$ cat src/rtl/core/sha1_pkg.sv
// ----------------------------------------------------------------------------
// SHA-1 engine package
// Shared constants and round helpers for the SHA-1 hash engine.
// ----------------------------------------------------------------------------
package sha1_pkg;

  localparam logic [31:0] H0 = 32'h67452301;
  localparam logic [31:0] H1 = 32'hEFCDAB89;
  localparam logic [31:0] H2 = 32'h98BADCFE;
  localparam logic [31:0] H3 = 32'h10325476;
  localparam logic [31:0] H4 = 32'hC3D2E1F0;

  localparam logic [31:0] K0 = 32'h5A827999;
  localparam logic [31:0] K1 = 32'h6ED9EBA1;
  localparam logic [31:0] K2 = 32'h8F1BBCDC;
  localparam logic [31:0] K3 = 32'hCA62C1D6;

  localparam logic [7:0] PAD_BYTE = 8'h80;

  localparam int unsigned NUM_WORDS = 5;

  typedef enum logic [6:0] {
    ST_IDLE  = 7'b0000001,
    ST_PAD   = 7'b0000010,
    ST_LOAD  = 7'b0000100,
    ST_ROUND = 7'b0001000,
    ST_ADD   = 7'b0010000,
    ST_EMIT  = 7'b0100000,
    ST_FILL  = 7'b1000000
  } state_e;

  function automatic logic [31:0] round_k(input logic [6:0] t);
    if (t < 7'd20)      round_k = K0;
    else if (t < 7'd40) round_k = K1;
    else if (t < 7'd60) round_k = K2;
    else                round_k = K3;
  endfunction

  function automatic logic [31:0] round_f(input logic [6:0] t, input logic [31:0] b,
                                          input logic [31:0] c, input logic [31:0] d);
    if (t < 7'd20)      round_f = (b & c) | (~b & d);
    else if (t < 7'd40) round_f = b ^ c ^ d;
    else if (t < 7'd60) round_f = (b & c) | (b & d) | (c & d);
    else                round_f = b ^ c ^ d;
  endfunction

  function automatic logic [31:0] init_word(input logic [2:0] i);
    case (i)
      3'd0:    init_word = H0;
      3'd1:    init_word = H1;
      3'd2:    init_word = H2;
      3'd3:    init_word = H3;
      default: init_word = H4;
    endcase
  endfunction

endpackage

$ cat src/rtl/core/sha1_ram.sv
// ----------------------------------------------------------------------------
// SHA-1 generic RAM
// Single write port, single read port, registered read data.
// ----------------------------------------------------------------------------
module sha1_ram #(
  parameter int unsigned Width = 8,
  parameter int unsigned Depth = 64
) (
  input  logic                     clk_i,
  input  logic                     we_i,
  input  logic [$clog2(Depth)-1:0] waddr_i,
  input  logic [Width-1:0]         wdata_i,
  input  logic [$clog2(Depth)-1:0] raddr_i,
  output logic [Width-1:0]         rdata_o
);

  logic [Width-1:0] mem_q [Depth];

  always_ff @(posedge clk_i) begin
    if (we_i) begin
      mem_q[waddr_i] <= wdata_i;
    end
    rdata_o <= mem_q[raddr_i];
  end

endmodule

$ cat src/rtl/core/sha1_hash_engine.sv
// ----------------------------------------------------------------------------
// SHA-1 hash engine
// Byte-serial SHA-1 digest with a 16-word block memory and one round a cycle.
// ----------------------------------------------------------------------------
// Usage: feed message bytes on the s_axis channel, one byte per handshake.
// tdata carries data_byte; tuser carries byte_valid; tlast carries
// end_of_message. An item with tuser low only finishes a message when tlast
// is high, else it is dropped.
// Message bytes are packed into 32-bit words in a 16-entry block RAM. A byte
// that closes a block starts the compression: a load step, 80 rounds (one
// SHA-1 round per cycle; the first 16 schedule words are read from the block
// RAM, the rest are formed from a 16-word register window), then an add into
// the chaining words.
// End of message writes padding and length one RAM word per cycle up to the
// last RAM word, runs one or two compressions, then emits five digest words on
// m_axis, h0 first, tlast on h4; tuser carries word_number. The receiver may
// stall m_axis at any time; the engine holds the word and accepts no input
// until all five are taken and the SHA-1 initial chaining values are restored.
// Reset clears control state and sets the chaining words to those initial values.
module sha1_hash_engine (
  input  logic        clk_i,
  input  logic        rst_ni,
  input  logic        s_axis_tvalid,
  output logic        s_axis_tready,
  input  logic [7:0]  s_axis_tdata,   // [7:0] data_byte
  input  logic        s_axis_tuser,   // [0] byte_valid
  input  logic        s_axis_tlast,   // end_of_message
  output logic        m_axis_tvalid,
  input  logic        m_axis_tready,
  output logic [31:0] m_axis_tdata,   // [31:0] digest_word
  output logic [2:0]  m_axis_tuser,   // [2:0] word_number
  output logic        m_axis_tlast    // last_word
);

  sha1_pkg::state_e state_q, state_d;

  logic [31:0] h_q [5];
  logic [31:0] a_q, b_q, c_q, d_q, e_q;
  logic [6:0]  t_q;
  logic [5:0]  fill_q;
  logic [60:0] cnt_q;
  logic [23:0] part_q;      // bytes of the word being built
  logic [3:0]  pidx_q;      // padding word index
  logic        second_q;    // a second padded block follows
  logic        fin_q;       // pad byte already placed in an earlier block
  logic        pend_q;      // end of message waits for the block compression
  logic        padblk_q;    // current compression runs on a padded block
  logic [2:0]  widx_q;
  logic [31:0] wcur;

  logic        we;
  logic [3:0]  waddr, raddr;
  logic [31:0] wdata, rdata;

  sha1_ram #(.Width(32), .Depth(16)) u_block (
    .clk_i  (clk_i),
    .we_i   (we),
    .waddr_i(waddr),
    .wdata_i(wdata),
    .raddr_i(raddr),
    .rdata_o(rdata)
  );

  logic        in_acc, out_acc;
  logic [1:0]  blane;
  logic [31:0] byte_word;
  logic [31:0] sched;
  logic [31:0] mix;
  logic [31:0] tmp;
  logic [63:0] bits;
  logic [5:0]  pos;         // first pad byte position
  logic [5:0]  pos_next;    // fill after this item's byte
  logic [31:0] pad_word;
  logic [3:0]  pad_first;
  logic [31:0] win_q [16];

  assign in_acc  = s_axis_tvalid & s_axis_tready;
  assign out_acc = m_axis_tvalid & m_axis_tready;
  assign s_axis_tready = (state_q == sha1_pkg::ST_IDLE);

  assign m_axis_tvalid = (state_q == sha1_pkg::ST_EMIT);
  assign m_axis_tdata  = h_q[widx_q];
  assign m_axis_tuser  = widx_q;
  assign m_axis_tlast  = (widx_q == 3'(sha1_pkg::NUM_WORDS - 1));

  assign blane = fill_q[1:0];
  always_comb begin
    case (blane)
      2'd0:    byte_word = {s_axis_tdata, 24'h0};
      2'd1:    byte_word = {part_q[23:16], s_axis_tdata, 16'h0};
      2'd2:    byte_word = {part_q[23:8], s_axis_tdata, 8'h0};
      default: byte_word = {part_q, s_axis_tdata};
    endcase
  end

  // Pad position: after a byte in the same item the fill moves on.
  assign bits = {cnt_q, 3'b000};
  assign pos  = fill_q;
  assign pad_first = pos[5:2];
  assign pos_next = s_axis_tuser ? fill_q + 6'd1 : fill_q;

  // Padding word at index pidx_q for block 0 (or 1 if second_q)
  always_comb begin
    logic [31:0] w;
    w = 32'h0;
    if (pidx_q == pad_first && !fin_q) begin
      case (pos[1:0])
        2'd0:    w = {sha1_pkg::PAD_BYTE, 24'h0};
        2'd1:    w = {part_q[23:16], sha1_pkg::PAD_BYTE, 16'h0};
        2'd2:    w = {part_q[23:8], sha1_pkg::PAD_BYTE, 8'h0};
        default: w = {part_q, sha1_pkg::PAD_BYTE};
      endcase
    end
    if (!second_q || fin_q) begin
      if (pidx_q == 4'd14) w = bits[63:32];
      if (pidx_q == 4'd15) w = bits[31:0];
    end
    pad_word = w;
  end

  // Schedule: the first 16 words come from the block RAM, later ones from
  // the rolling 16-word window.
  assign mix   = win_q[13] ^ win_q[8] ^ win_q[2] ^ win_q[0];
  assign sched = (t_q < 7'd16) ? rdata : {mix[30:0], mix[31]};
  assign wcur  = sched;
  assign tmp = {a_q[26:0], a_q[31:27]} + sha1_pkg::round_f(t_q, b_q, c_q, d_q)
             + e_q + sha1_pkg::round_k(t_q) + wcur;

  always_comb begin
    we    = 1'b0;
    waddr = fill_q[5:2];
    wdata = byte_word;
    raddr = 4'd0;
    state_d = state_q;
    unique case (state_q)
      sha1_pkg::ST_IDLE: begin
        if (in_acc) begin
          if (s_axis_tuser && (blane == 2'd3 || s_axis_tlast)) begin
            we = 1'b1;
          end
          if (s_axis_tuser && fill_q == 6'd63) state_d = sha1_pkg::ST_LOAD;
          else if (s_axis_tlast) state_d = sha1_pkg::ST_PAD;
        end
      end
      sha1_pkg::ST_PAD: begin
        we    = 1'b1;
        waddr = pidx_q;
        wdata = pad_word;
        if (pidx_q == 4'd15) state_d = sha1_pkg::ST_LOAD;
      end
      sha1_pkg::ST_LOAD: begin
        raddr = 4'd0;
        state_d = sha1_pkg::ST_ROUND;
      end
      sha1_pkg::ST_ROUND: begin
        raddr = 4'(t_q + 7'd1);
        if (t_q == 7'd79) state_d = sha1_pkg::ST_ADD;
      end
      sha1_pkg::ST_ADD: begin
        if (!padblk_q)              state_d = pend_q ? sha1_pkg::ST_PAD : sha1_pkg::ST_IDLE;
        else if (second_q && !fin_q) state_d = sha1_pkg::ST_PAD;
        else                        state_d = sha1_pkg::ST_EMIT;
      end
      sha1_pkg::ST_EMIT: begin
        if (out_acc && m_axis_tlast) state_d = sha1_pkg::ST_FILL;
      end
      sha1_pkg::ST_FILL: begin
        state_d = sha1_pkg::ST_IDLE;
      end
      default: state_d = sha1_pkg::ST_IDLE;
    endcase
  end

  always_ff @(posedge clk_i or negedge rst_ni) begin
    if (!rst_ni) begin
      state_q  <= sha1_pkg::ST_IDLE;
      fill_q   <= '0;
      cnt_q    <= '0;
      part_q   <= '0;
      pidx_q   <= '0;
      second_q <= 1'b0;
      fin_q    <= 1'b0;
      pend_q   <= 1'b0;
      padblk_q <= 1'b0;
      widx_q   <= '0;
      t_q      <= '0;
      a_q      <= '0;
      b_q      <= '0;
      c_q      <= '0;
      d_q      <= '0;
      e_q      <= '0;
      for (int i = 0; i < 16; i++) win_q[i] <= '0;
      for (int i = 0; i < 5; i++) h_q[i] <= sha1_pkg::init_word(3'(i));
    end else begin
      state_q <= state_d;
      unique case (state_q)
        sha1_pkg::ST_IDLE: begin
          if (in_acc) begin
            if (s_axis_tuser) begin
              part_q <= byte_word[31:8];
              fill_q <= fill_q + 6'd1;
              cnt_q  <= cnt_q + 61'd1;
            end
            fin_q    <= 1'b0;
            padblk_q <= 1'b0;
            second_q <= 1'b0;
            pend_q   <= 1'b0;
            if (s_axis_tuser && fill_q == 6'd63) begin
              // block closes on this byte; if it ends the message, the pad goes into a new block
              pend_q <= s_axis_tlast;
            end else if (s_axis_tlast) begin
              pidx_q   <= pos_next[5:2];
              second_q <= (pos_next > 6'd55);
            end
          end
        end
        sha1_pkg::ST_PAD: begin
          pidx_q <= pidx_q + 4'd1;
          if (pidx_q == 4'd15) padblk_q <= 1'b1;
        end
        sha1_pkg::ST_LOAD: begin
          a_q <= h_q[0]; b_q <= h_q[1]; c_q <= h_q[2]; d_q <= h_q[3]; e_q <= h_q[4];
          t_q <= '0;
        end
        sha1_pkg::ST_ROUND: begin
          e_q <= d_q; d_q <= c_q; c_q <= {b_q[1:0], b_q[31:2]}; b_q <= a_q; a_q <= tmp;
          for (int i = 0; i < 15; i++) win_q[i] <= win_q[i+1];
          win_q[15] <= wcur;
          t_q <= t_q + 7'd1;
        end
        sha1_pkg::ST_ADD: begin
          h_q[0] <= h_q[0] + a_q; h_q[1] <= h_q[1] + b_q; h_q[2] <= h_q[2] + c_q;
          h_q[3] <= h_q[3] + d_q; h_q[4] <= h_q[4] + e_q;
          fill_q <= '0;
          pidx_q <= '0;
          widx_q <= '0;
          if (!padblk_q) begin
            pend_q <= 1'b0;
          end else if (second_q && !fin_q) begin
            fin_q <= 1'b1;
          end
        end
        sha1_pkg::ST_EMIT: begin
          if (out_acc) widx_q <= m_axis_tlast ? 3'd0 : widx_q + 3'd1;
        end
        sha1_pkg::ST_FILL: begin
          for (int i = 0; i < 5; i++) h_q[i] <= sha1_pkg::init_word(3'(i));
          fill_q <= '0;
          cnt_q  <= '0;
          widx_q <= '0;
        end
        default: ;
      endcase
    end
  end

endmodule

$ cat config.mk
export PLATFORM = sky130hd
export DESIGN_NAME = sha1_hash_engine
export DESIGN_NICKNAME = d
export VERILOG_FILES = /design/src/rtl/core/sha1_pkg.sv /design/src/rtl/core/sha1_ram.sv /design/src/rtl/core/sha1_hash_engine.sv
export SDC_FILE = /design/constraint.sdc
export NUM_CORES = 2
export LEC_CHECK = 0
export ABC_AREA = 1
export BUFFER_PORTS_ARGS = -buffer_cell sky130_fd_sc_hd__buf_2
export CAP_MARGIN = 20
export CORE_MARGIN = 4
export CORE_UTILIZATION = 45
export DETAILED_ROUTE_END_ITERATION = 6
export PLACE_DENSITY = 0.64
export REMOVE_ABC_BUFFERS = 1
export SLEW_MARGIN = 20
export SYNTH_ARGS = -nofsm -noshare
export SYNTH_HDL_FRONTEND = slang
export SYNTH_SLANG_ARGS = --single-unit
$ cat constraint.sdc
create_clock -name clk_i -period 12.9 [get_ports clk_i]
set_clock_uncertainty 0.15 [all_clocks]
set_input_delay 1.29 -clock clk_i [delete_from_list [all_inputs] [get_ports clk_i]]
set_output_delay 1.29 -clock clk_i [all_outputs]
set_load 0.02 [all_outputs]
# After elaboration in Yosys (flattened, before gate mapping)
# Memory sizes are Yosys's and may differ from the RTL's. A register that Yosys moved wholly into a read port is not among the register bits.
# Cells that the tools add are included.
[op_classes]
n_lt_le_gt_ge = 6
n_div = 0
n_bitwise = 16
n_eq_ne = 28
mul = 0
n_addsub = 14
n_mux = 66
n_reduce_logical = 29
shift = 0
[ops]
columns = ["op", "n"]
rows = [
  ["2-to-1 mux 32 bit", 13],
  ["one-hot mux 160 bit (2 select lines)", 1],
  ["one-hot mux 32 bit (2 select lines)", 5],
  ["adder 32 bit", 9],
  ["one-hot mux 32 bit (3 select lines)", 2],
  ["XOR 32 bit", 5],
  ["AND 32 bit", 4],
  ["2-to-1 mux 61 bit", 2],
  ["one-hot mux 61 bit (2 select lines)", 1],
  ["binary-select mux 32 bit (select 3 bit)", 1],
  ["bitwise OR 32 bit", 3],
  ["adder 61 x 1 -> 61 bit, second input constant", 1],
  ["2-to-1 mux 7 bit", 6],
  ["one-hot mux 7 bit (6 select lines)", 1],
  ["inverter 32 bit", 1],
  ["2-to-1 mux 31 bit", 1],
  ["2-to-1 mux 6 bit", 4],
  ["2-to-1 mux 4 bit", 5],
  ["== test 7 bit, second input constant", 2],
  ["< comparator 7 x 5 -> 1 bit, second input constant", 2],
  ["< comparator 7 x 6 -> 1 bit, second input constant", 2],
  ["one-hot mux 7 bit (2 select lines)", 1],
  ["nonzero test 2 bit", 7],
  ["2-to-1 mux 1 bit", 13],
  ["other kinds (39)", 67],
]
[word_totals]
mem_count = 1
latch_bits = 0
elab_cells = 197
input_bits = 14
out_inout_bits = 38
ramBits = 512
rom_bits = 0
reg_bits = 948
[memory_table]
columns = ["name", "depth", "word_bits", "read_ports", "rd_clocked_by_memory_dff", "write_ports", "line_no", "rtl"]
rows = [
  ["u_block.mem_q", 16, 32, 1, 1, 1, "sha1_ram.sv:17", "logic [Width-1:0] mem_q [Depth];"],
]

# Logic depth before layout (Yosys ltp)
[logic_depth]
depth_word = 11
mapped_depth = 31
mapped_depth_nobuf = 31

# Modules after synthesis
# From an unflattened synthesis, not the netlist that was laid out.
[unflattened]
hier_cells = 10055
hier_area_um2 = 81464.4
[modules_own_cells]
columns = ["mod", "area_per_inst_um2", "cells_each", "instances", "seq_area_each_um2"]
rows = [
  ["sha1_hash_engine", 58733.8, 7935, 1, 23824.1],
  ["sha1_ram", 22730.6, 2120, 1, 16015.4],
]

# Worst setup path after synthesis
# OpenSTA, ideal clock, no wires.
[synth_timing]
kind = "flip-flop to flip-flop"
from = "register t_q[3]"
to = "register a_q[15]"
path_buffers = 0
synth_period_minus_slack_ns = 4.677
t_required_ns = 12.617
setup_ns = 0.133
path_stages_with_launch = 26
t_arrival_ns = 4.394
path_slack_ns = 8.223
path_cell_list = "dfrtp_1 nand2_1 inv_1 nand3_1 nand2_1 nor2_1 inv_1 nand2_1 clkinv_1 a221oi_1 fa_1 fa_1 inv_1 ha_1 inv_1 fa_1 inv_1 nand3_1 nand2_1 a21boi_0 inv_1 nand2_1 nand3_1 or2_2 a21oi_1 o22ai_1"
[synth_via]
elab_chain_len = 9
elab_cells_between_ends = 16
classes_between = "add/sub: 4; order compare: 4; mux: 8"
[synth_rtl]
columns = ["item", "line_no", "rtl"]
rows = [
  ["from (decl)", "sha1_hash_engine.sv:39", "logic [6:0] t_q;"],
  ["from (signal assigned)", "sha1_hash_engine.sv:229", "t_q <= t_q + 7'd1;"],
  ["< comparator 7 x 6 -> 1 bit", "sha1_pkg.sv:35, sha1_pkg.sv:43", ""],
  ["2-to-1 mux 32 bit", "sha1_pkg.sv:43", "else if (t < 7'd60) round_f = (b & c) | (b & d) | (c & d);"],
  ["2-to-1 mux 32 bit", "sha1_pkg.sv:42", "else if (t < 7'd40) round_f = b ^ c ^ d;"],
  ["2-to-1 mux 32 bit", "sha1_pkg.sv:41", "if (t < 7'd20) round_f = (b & c) | (~b & d);"],
  ["adder 32 bit", "sha1_hash_engine.sv:126", "assign tmp = {a_q[26:0], a_q[31:27]} + sha1_pkg::round_f(t_q, b_q, c_q, d_q)"],
  ["adder 32 bit (2 in a row)", "sha1_hash_engine.sv:127", "+ e_q + sha1_pkg::round_k(t_q) + wcur;"],
  ["adder 32 bit (*)", "sha1_hash_engine.sv:127", ""],
  ["one-hot mux 32 bit (2 select lines) (*)", "sha1_hash_engine.sv:196", "unique case (state_q)"],
  ["to (signal assigned)", "sha1_hash_engine.sv:222", "a_q <= h_q[0]; b_q <= h_q[1]; c_q <= h_q[2]; d_q <= h_q[3]; e_q <= h_q[4];"],
  ["to (signal assigned)", "sha1_hash_engine.sv:226", "e_q <= d_q; d_q <= c_q; c_q <= {b_q[1:0], b_q[31:2]}; b_q <= a_q; a_q <= tmp;"],
  ["to (decl)", "sha1_hash_engine.sv:38", "logic [31:0] a_q, b_q, c_q, d_q, e_q;"],
]
# Mark *: on every way between the ends. The rest lies on a longest branch, timed or not.
# A chain may end at the register's enable or synchronous reset.

# Final worst setup path
# Same ends and word-level chain as after synthesis.

==> reports/qor.txt <==
Power per Cell Area - 213 mW/mm^2
Crit Path Category - flip-flop to flip-flop
Ys async rst share - 63.5%
RSZ-0062 raised after global routing - no
Die ar. - 0.180 sq mm
Netlist cell types - 62
Req. time, crit path - 13.39 ns
Vias/cell - 5.69
Gate Count Post-Synth - 9,077
Clk slew on worst S/H paths - 0.06 ns
First-pass GRT wire length - 395,000 microns
Final Setup Violations - 0
TritonCTS clock tree - built
Critical path startpoint category - flip-flop
Setup Fix Bufs, Post-CTS - 0
Clock Sinks - 1,492
CTS Root Cell - clkbuf_16
CP max stage cell - a21boi_0
Post_cts resized - 0
I/O pins - 52
Routability congestion estimate - 1.02
Placed insts - 11,145
Hold/Removal Path Class - flip-flop to flip-flop
Most used DFF post-synth - dfrtp_1
Die width - 425 microns
Critical Path Most Common Cell - inv_1
Synth warn - 0
Drt wl/cell - 23.1 microns
First-pass DRT Iterations - 6
Drt drc - 0
DRT antenna net count - 0
Tot GR Track Use - 28.8%
Die Height - 425 microns
Final WL - 265,000 microns
Synth top area cells - dfrtp_1, edfxtp_1, nand2_1
Worst Path Max Fanout - 22
Max rail drop VDD - 0.000229 V
Row cnt - 152
Final non-filler cell total - 11,452
Clock Latency Late Sink - 0.84 ns
LEAKAGE - 38.5 nW
Setup ws final - 6.51 ns
Max-slew violations - 0
Routed vias - 65,206
Syn_area_per_cell - 8.61 sq um
Antenna violations before repair - 15
Synth top area share - 27.8%
Synth-to-layout area growth - 10.5%
Initial DRC count - 7,674
Nets - 9,344
Post-DP HPWL - 182,000 microns
Grt ovf - 0
Yosys top cell by area - dfrtp_1
Worst stage delay on the critical path - 0.53 ns
Final min period - 6.39 ns
Worst rel slew slack - 21.1%
Area of the multi-input gates - 0.0338 sq mm
Mapped cell area - 0.0781 sq mm
Pre-CTS setup slack - 6.63 ns
Starting Density - 45.4%
Yosys reg bits - 1,492
Critical Path Sink Type - flip-flop
I/O Buffers - 51
Share of layout cells above drive strength 1 - 6.39%
Num CTS Buffers - 163
Max clock buf depth - 3
Outcome - finished, final reports clean
Largest net degree at the start of global routing - 230
Sequential share of the synthesized area - 51.0%
Reg area - 0.0398 sq mm
Number of global-route vias before repair - 62,325
Fin util - 50.2%
Final Cycle Share - 49.5%
Number of flops mapped to enable cells by yosys - 512
Hold-fix buffers, CTS - 0
F_max - 0.157 GHz
Fillers - 16,181
Core box area - 0.172 sq mm
H-tree depth - 4
Slew @ Worst Pin - 1.17 ns
Maxcap violations - 0
Critical path arrival - 6.88 ns
Final hold vios - 0
## cell usage after synthesis (all sizes together) (132+ instances only)
| master | instances |
|---|---|
| nor2 | 657 |
| xnor2 | 132 |
| o22ai | 151 |
| a21oi | 458 |
| inv | 837 |
| edfxtp | 512 |
| nand2 | 2515 |
| o21ai | 1061 |
| clkbuf | 327 |
| ha | 203 |
| nand3 | 291 |
| dfrtp | 867 |
## placed cells by master, fill, tap and decap left out, types with 125 or more instances in the layout
cell type / Yosys / layout
o22ai_1: 151 / 149
xnor2_1: 132 / 132
nor2_1: 652 / 632
nand3_1: 288 / 288
a21oi_1: 458 / 453
clkbuf_16: 0 / 163
fa_1: 125 / 125
o21ai_0: 1041 / 1033
dfrtp_1: 867 / 866
inv_1: 826 / 825
edfxtp_1: 512 / 512
ha_1: 203 / 203
nand2_1: 2512 / 2508
## registers in the layout (all words and copies together) (netlist names)
signal	cells
m_axis_tuser	3
cnt_q	61
part_q	24
a_q	32
fill_q	6
second_q	1
c_q	32
t_q	7
d_q	32
state_q	7
pend_q	1
win_q	512
u_block.mem_q	512
padblk_q	1
u_block.rdata_o	32
b_q	32
e_q	32
pidx_q	4
fin_q	1
h_q	160
## critical path, delay by kind of cell (launching register included)
kind            cells  cell delay (ns)
compound gates      4             1.09
fa+ha+maj           4             1.43
buf+inv            11             1.65
flops               1             0.42
simple gates       10             1.42
## final cells by class
class / count / share of cell area (%)
diodes: 4 / 0.0116
multi-input cells: 6339 / 39.1
clock inverters: 66 / 1.02
well taps: 2310 / 3.35
repair buffers: 164 / 1.39
clock buffers: 235 / 5.31
inverters: 842 / 3.68
flip-flops and latches: 1492 / 46.1
## stage by stage
stage | instance area (sq um) | power (mW) | TNS [ns] | hold WS, ns
after floorplan | 76500 | 10.9 | -5062.41 | 0.292
after global placement | 80800 | 13.5 | 0 | 0.303
after detailed placement | 80800 | 13.5 | 0 | 0.308
after CTS | 86300 | 18.3 | 0 | 0.293
after global routing | 86400 | 19.6 | 0 | 0.323
final | 86400 | 18.4 | 0 | 0.292
## power by group
group | switching (mW) | total [mW] | internal, mW
logic | 4.86 | 7.17 | 2.31
clock network | 2.06 | 4.76 | 2.71
registers | 0.758 | 6.45 | 5.69
total | 7.68 | 18.4 | 10.7
## per-layer routing
metal | share of wire (%) | global-route usage [%]
met4 | 4.9 | 12.8
met1 | 42 | 39.2
met3 | 7.8 | 4.98
met5 | 0.014 | 0
met2 | 46 | 45.2
## final timing paths
path | start | end | slack, ns | depth (start not counted)
setup / recovery | t_q[3] | a_q[15] | 6.51 | 29
hold / removal | win_q[377] | win_q[409] | 0.29 | 2
setup reg to reg | t_q[3] | a_q[15] | 6.51 | 29
hold reg to reg | win_q[377] | win_q[409] | 0.29 | 2
max in group asynchronous | rst_ni | m_axis_tuser[0] | 9.93 | 3
min in group asynchronous | rst_ni | win_q[391] | 0.38 | 1
## logic make-up after synthesis
| kind of cell | share of synthesized area (%) |
|---|---|
| and+or+nand+nor | 19.3 |
| AOI/OAI and AO/OA | 14.8 |
| DFF | 51.0 |
| buffers and inverters | 6.10 |
| adders and majority gates | 6.45 |
| xor gates and xnor gates | 2.32 |
| muxes | 0.0128 |
Note: power is estimated with default switching activity, not from simulation.
